<file path="src/rtl/tcce_pkg.sv">
// Shared types and constants for the text console cursor engine.
// No dependencies; every other file of the block but tcce_ram imports this package.
package tcce_pkg;

    localparam int ROWS   = 25;
    localparam int COLS   = 80;
    localparam int CELLS  = ROWS * COLS;
    localparam int ADDR_W = $clog2(CELLS);
    localparam int CNT_W  = $clog2(CELLS + 1);

    localparam int CMD_W   = 2;
    localparam int ROW_W   = 5;
    localparam int COL_W   = 7;
    localparam int POS_W   = 11;
    localparam int CHAR_W  = 8;
    localparam int COLOR_W = 4;
    localparam int CELL_W  = CHAR_W + 2 * COLOR_W;

    localparam logic [CHAR_W-1:0]  CH_NEWLINE   = 8'd10;
    localparam logic [CHAR_W-1:0]  CH_BACKSPACE = 8'd8;
    localparam logic [CHAR_W-1:0]  CH_BLANK     = 8'd32;
    localparam logic [COLOR_W-1:0] COLOR_RESET  = 4'd7;

    typedef enum logic [CMD_W-1:0] {
        CMD_PUT   = 2'd0,
        CMD_CLEAR = 2'd1,
        CMD_READ  = 2'd2,
        CMD_NOP   = 2'd3
    } cmd_t;

    typedef enum logic [2:0] {
        ST_INIT,
        ST_IDLE,
        ST_EXEC,
        ST_RDATA,
        ST_COPY,
        ST_BOTTOM,
        ST_CLEAR,
        ST_FINISH
    } state_t;

    typedef enum logic [2:0] {
        OP_NONE,
        OP_ZERO_FILL,
        OP_BLANK_FILL,
        OP_COPY,
        OP_BOTTOM_FILL,
        OP_READ,
        OP_PUT
    } dp_op_t;

    typedef struct packed {
        logic   take;
        logic   cnt_clr;
        logic   cnt_scroll;
        dp_op_t op;
        logic   out_load;
    } ctl_cmd_t;

    typedef struct packed {
        logic in_valid;
        cmd_t cmd;
        logic is_newline;
        logic need_scroll;
        logic cnt_last;
        logic cnt_end;
        logic out_free;
    } dp_status_t;

    // Linear cell address of a row and column.
    function automatic logic [ADDR_W-1:0] cell_index(input logic [ROW_W-1:0] row,
                                                     input logic [COL_W-1:0] col);
        cell_index = ADDR_W'(32'(row) * 32'(COLS) + 32'(col));
    endfunction

endpackage

</file>
<file path="src/rtl/tcce_ctrl.sv">
// Sequencer of the console engine: decides which datapath operation runs each cycle.
// Depends on tcce_pkg for the state, operation, command and status types.
module tcce_ctrl import tcce_pkg::*; (
    input  logic       clk,
    input  logic       rst_n,
    input  dp_status_t sts,
    output ctl_cmd_t   ctl
);

    state_t state_reg;
    state_t state_next;

    always_ff @(posedge clk or negedge rst_n)
    begin
        if (!rst_n)
        begin
            state_reg <= ST_INIT;
        end
        else
        begin
            state_reg <= state_next;
        end
    end

    always_comb
    begin
        state_next = state_reg;
        unique case (state_reg)
            ST_INIT:
            begin
                if (sts.cnt_last)
                begin
                    state_next = ST_IDLE;
                end
            end
            ST_IDLE:
            begin
                if (sts.in_valid)
                begin
                    state_next = ST_EXEC;
                end
            end
            ST_EXEC:
            begin
                if (sts.need_scroll)
                begin
                    state_next = ST_COPY;
                end
                else if (sts.cmd == CMD_CLEAR)
                begin
                    state_next = ST_CLEAR;
                end
                else if (sts.cmd == CMD_READ)
                begin
                    state_next = ST_RDATA;
                end
                else
                begin
                    state_next = sts.out_free ? ST_IDLE : ST_FINISH;
                end
            end
            ST_COPY:
            begin
                if (sts.cnt_end)
                begin
                    state_next = ST_BOTTOM;
                end
            end
            ST_BOTTOM:
            begin
                // A newline is finished once the screen has moved up; any other
                // character still has to be placed on the fresh bottom row.
                if (sts.cnt_last)
                begin
                    if (!sts.is_newline)
                    begin
                        state_next = ST_EXEC;
                    end
                    else
                    begin
                        state_next = sts.out_free ? ST_IDLE : ST_FINISH;
                    end
                end
            end
            ST_CLEAR:
            begin
                if (sts.cnt_last)
                begin
                    state_next = sts.out_free ? ST_IDLE : ST_FINISH;
                end
            end
            ST_RDATA, ST_FINISH:
            begin
                if (sts.out_free)
                begin
                    state_next = ST_IDLE;
                end
            end
            default:
            begin
                state_next = ST_INIT;
            end
        endcase
    end

    always_comb
    begin
        ctl = '{take: 1'b0, cnt_clr: 1'b0, cnt_scroll: 1'b0, op: OP_NONE, out_load: 1'b0};
        unique case (state_reg)
            ST_INIT:
            begin
                ctl.op = OP_ZERO_FILL;
            end
            ST_IDLE:
            begin
                ctl.take = 1'b1;
            end
            ST_EXEC:
            begin
                if (sts.need_scroll)
                begin
                    ctl.cnt_scroll = 1'b1;
                end
                else if (sts.cmd == CMD_CLEAR)
                begin
                    ctl.cnt_clr = 1'b1;
                end
                else if (sts.cmd == CMD_READ)
                begin
                    ctl.op = OP_READ;
                end
                else
                begin
                    ctl.op       = OP_PUT;
                    ctl.out_load = sts.out_free;
                end
            end
            ST_COPY:
            begin
                ctl.op = OP_COPY;
            end
            ST_BOTTOM:
            begin
                ctl.op       = OP_BOTTOM_FILL;
                ctl.out_load = sts.cnt_last && sts.is_newline && sts.out_free;
            end
            ST_CLEAR:
            begin
                ctl.op       = OP_BLANK_FILL;
                ctl.out_load = sts.cnt_last && sts.out_free;
            end
            ST_RDATA, ST_FINISH:
            begin
                ctl.out_load = sts.out_free;
            end
            default:
            begin
                ctl.op = OP_NONE;
            end
        endcase
    end

endmodule

</file>
<file path="config.mk">
export PLATFORM = sky130hd
export DESIGN_NAME = tcce_ctrl
export DESIGN_NICKNAME = d
export VERILOG_FILES = /design/src/rtl/tcce_pkg.sv /design/src/rtl/tcce_ctrl.sv
export SDC_FILE = /design/constraint.sdc
export NUM_CORES = 1
export LEC_CHECK = 0
export BUFFER_PORTS_ARGS = -buffer_cell sky130_fd_sc_hd__buf_2
export CORE_AREA = 2 2 39 41
export CTS_CLUSTER_SIZE = 28
export DETAILED_ROUTE_END_ITERATION = 7
export DIE_AREA = 0 0 41 43
export SETUP_SLACK_MARGIN = 0.5
export SLEW_MARGIN = 20
export SYNTH_ARGS = -nofsm -noshare
export SYNTH_HDL_FRONTEND = slang
export SYNTH_SLANG_ARGS = --single-unit
</file>
<file path="constraint.sdc">
create_clock -name clk -period 2.25 [get_ports clk]
set_clock_uncertainty 0.2 [all_clocks]
set_input_delay 0.1125 -clock clk [delete_from_list [all_inputs] [get_ports clk]]
set_output_delay 0.1125 -clock clk [all_outputs]
set_load 0.005 [all_outputs]
</file>
# [Yosys cells after proc, flatten, opt, wreduce, memory -nomap -nowiden]
# Index checks and enable logic that the tools add are counted.
# W data, S select, Z words.
[op_classes] n_eq_ne=15 reduce_logical=6 n_mux=23
[op_table] cell="$mux W3" count=11
[op_table] cell="$pmux W3 S7" count=1
[op_table] cell="$pmux W3 S5" count=1
[op_table] cell="$eq A3 B3 Y1 const B" count=4
[op_table] cell="$ne A2 B2 Y1 const B" count=6
[op_table] cell="$mux W4" count=2
[op_table] cell="$eq A3 B2 Y1 const B" count=2
[op_table] cell="$reduce_and A6 Y1" count=1
[op_table] cell="$mux W1" count=5
[op_table] cell="$mux W2" count=2
[op_table] cell="$pmux W1 S4" count=1
[op_table] cell="$eq A3 B1 Y1 const B" count=1
[op_table] cell="$logic_and A1 B1 Y1" count=3
[op_table] cell="$logic_not A3 Y1" count=1
[op_table] cell="$eq A2 B1 Y1 const B" count=1
[op_table] cell="$eq A2 B2 Y1 const B" count=1
[op_table] cell="$reduce_or A2 Y1" count=1
[word_totals] elab_cells=45 output_inout_bits=7 reg_bits=3

# [Logic depth before layout (Yosys ltp)]
[logic_depth] ltp_word=5 ltp_mapped=6 ltp_nobuf=6

# [Worst setup path before layout]
# No wires, ideal clock.
[synth_path] kind="reg2reg" start="register state_reg[0]" end="register state_reg[1]" setup_ns=0.122 stages_incl_launch_ff=6 t_arrival_ns=1.302 path_buffers=1 setup_slack_ns=0.626 path_cell_list="dfrtp_1 buf_6 and4bb_1 a221oi_4 or2_1 a32o_1"
[synth_via] elab_chain_len=4
[synth_lines] item="start: declaration" line="tcce_ctrl.sv:10" source="state_t state_reg;"
[synth_lines] item="start signal: assignment" line="tcce_ctrl.sv:21" source="state_reg <= state_next;"
[synth_lines] item="$eq A3 B2 Y1 / $eq A3 B3 Y1 (equally long branches)" line="tcce_ctrl.sv:28" source="unique case (state_reg)"
[synth_lines] item="$reduce_or A2 Y1" line="tcce_ctrl.sv:28"
[synth_lines] item="$ne A2 B2 Y1 (no line)"
[synth_lines] item="$reduce_and A6 Y1 (no line)"
# Parallel ways exist; a longest one is shown, timed or not.
# A chain may end at the register's enable or synchronous reset.

==> reports/metrics.yaml <==
critical_path:
  critPathBufInv: 1
  slowest_delay_ps: 410
  rr_endpoint: "state_reg[1]"
  criticalPathCategory: "reg2out"
  worstSetupStartpointType: "flip-flop"
  crit_slowest_cell: "or4_4"
  arrival_ps: 1530
  r2r_setup_slack_ps: 500
  reg2reg_depth: 5
  path_delay_family: "simple AND/OR/NAND/NOR gates"
  crit_fanout: 2
  reg2reg_from: "state_reg[0]"
  path_cells: "nand2b_4, or4_4, o21ai_1, and2_1, buf_2"
  cp-end-kind: "output port"
  required_ps: 1940
synthesis:
  synth_edf_count: 0
  yosysWarnings: 0
  async_flop_share_pct: 100
  synth_nets: 73
  synth_top_area_share_pct: 15.4
  ys_seq_area_share_pct: 15.4
  synth_flop_cell: "dfrtp_1"
  ys_ff_latch: 3
  syn_inst: 59
  yosys-top-cells-count: "inv_1 (5), nor2_1 (5), ha_1 (4), o21ai_0 (4)"
  yosysUniqueCellTypes: 35
  synthTopCellsByArea: "dfrtp_1 (15%), ha_1 (10%), buf_6 (6.9%)"
  syn_area_sq_um: 487
  yosysTopAreaCell: "dfrtp_1"
  synth_area_per_cell_sq_um: 8.25
detailed_routing:
  viasPerCell: 5.25
  ant_nets: 0
  wl_um: 1290
  dr.pass1.iters: 4
  drt_iter0_markers: 7
  drcViolationCount: 0
  vias: 530
  routedWlPerCell_um: 12.7
floorplan:
  die_y_um: 43
  rows: 14
  start_util_pct: 35.2
  core_sq_um: 1380
  die_x_um: 41
  io_pins: 17
  die-area_sq_um: 1760
cells_and_area:
  n_fill_cell: 141
  final_nets: 100
  drive_above_1_share_pct: 44.7
  n_antenna_cell: 0
  largest_register_ff_count: 3
  syn2layout_area_growth_pct: 39.3
sta:
  slew_headroom_pct: 78.8
  max_freq_ghz: 0.541
  finalHoldViolations: 0
  whs_ps: 29.2
  worst_pin_slew_ps: 315
  rsz0062_at_grt: "yes"
  post-route-min-period_ps: 1850
  finalCritPeriodShare_pct: 82.1
  setup_violations: 0
  setup_tns_ps: 0
  finalMaxSlewViolations: 0
cts:
  cts_made_buffers: 3
  cts_max_level: 1
  cts_buffer_depth: 2
  clock-sinks: 3
  clk_pin_slew_ps: 40
  cts_root_buffer: "clkbuf_4"
  insertion_delay_ps: 240
  cts_tree: "done"
run_status:
  status: "finished clean"
min_path:
  min_from: "sts[4]"
  whs_path_depth: 3
  min_to: "state_reg[0]"
  hold_path_class: "in2reg"
global_route:
  grt_overflow: 0
  grt_max_degree: 10
  grt-busiest-layer: "met2"
  use_met3_pct: 4.71
  grt_pass1_wl_um: 1960
  grt_use_met1_pct: 22.1
  gr-usage-met2_pct: 24.7
  grt_antenna_before_repair: 0
  grt_pass1_vias: 443
  grtUsageTotal_pct: 16.0
job:
  cap_violations: 0
power:
  p_total_uw: 759
  powerDensity_nw_per_um2: 1120
  leakage_nw: 0.326
  max-vdd-ir-drop_uv: 435
place:
  gp_congestion: 0.713
  hpwl_um: 783
  io_buffer_count: 16
metal layers:
layer	vias up	wire, um
met5	-	0
met4	0	0
met1	244	592
met2	13	628
li1	273	-
met3	0	64
where the power goes:
part	total, mW	switching [mW]	leakage, nW	internal [mW]
sequential	0.113	0.0285	0.0330	0.0844
clock	0.0978	0.0311	0.0150	0.0667
combinational	0.548	0.278	0.278	0.270
timing repair:
item / in CTS / in global routing
gates cloned: 0 / 0
hold endpoints to repair: 3 / 0
hold buffers: 2 / 0
setup buffers: 7 / 1
endpoints found under the setup margin: 5 / 7
pin swaps: 3 / 2
gates resized for setup: 4 / 6
metrics by stage:
| stage | instances | util, % | setup slack [ps] | instance area [sq um] |
|---|---|---|---|---|
| 5_1_grt | 101 | 49.0 | 342 | 678 |
| 3_5_place_dp | 87 | 39.6 | 354 | 548 |
| 2_1_floorplan | 59 | - | 626 | 487 |
| 3_3_place_gp | 87 | 39.6 | 384 | 548 |
| 4_1_cts | 100 | 47.3 | 391 | 654 |
| 6_report | 101 | 49.0 | 403 | 678 |
logic make-up (layout without fill, tap and decap cells):
logic type,after synthesis,after routing,synth area share (%)
compound gates,18,18,29.3
simple gates,22,22,27.5
fa+ha+maj,4,4,10.3
flops,3,3,15.4
mux,2,2,4.88
buf+inv,10,36,12.6
worst max-delay path by stage:
stage                  from            to  slack (ps)  cells after the start
2_1_floorplan  state_reg[0]  state_reg[1]         630                      5
3_3_place_gp   state_reg[2]  state_reg[1]         380                      4
3_5_place_dp   state_reg[2]  state_reg[1]         350                      4
4_1_cts        state_reg[0]        ctl[0]         390                      5
5_1_grt        state_reg[0]        ctl[0]         340                      5
6_report       state_reg[0]        ctl[0]         400                      5
layout by cell type, fill, tap and decap left out, types with 2 or more instances in the layout:
cell type and instances:
buf_2 16, buf_4 6, nor2_1 5, inv_1 4, ha_1 4, o21ai_0 3, nand3_1 3, clkbuf_4 3
dfrtp_2 3, a32oi_1 2, o21ai_1 2, a21oi_1 2, nor3_1 2, nand2_1 2, dlygate4sd3_1 2, buf_6 2
worst register-to-register path, stage by stage (launching register included):
cell      delay (ps)
dfrtp_2          400
buf_4            170
and4bb_1         300
a221oi_4          60
or2_1            250
a32o_1           250
cell type report:
cell class | instances | area, sq um | area share [%]
sequential | 3 | 78.8 | 11.6
tap | 16 | 20.0 | 2.95
clock buffer | 4 | 26.3 | 3.87
timing repair buffer | 26 | 168 | 24.7
inverter | 6 | 25.0 | 3.69
multi-input combinational | 46 | 360 | 53.1
(Power assumes the default switching activity.)
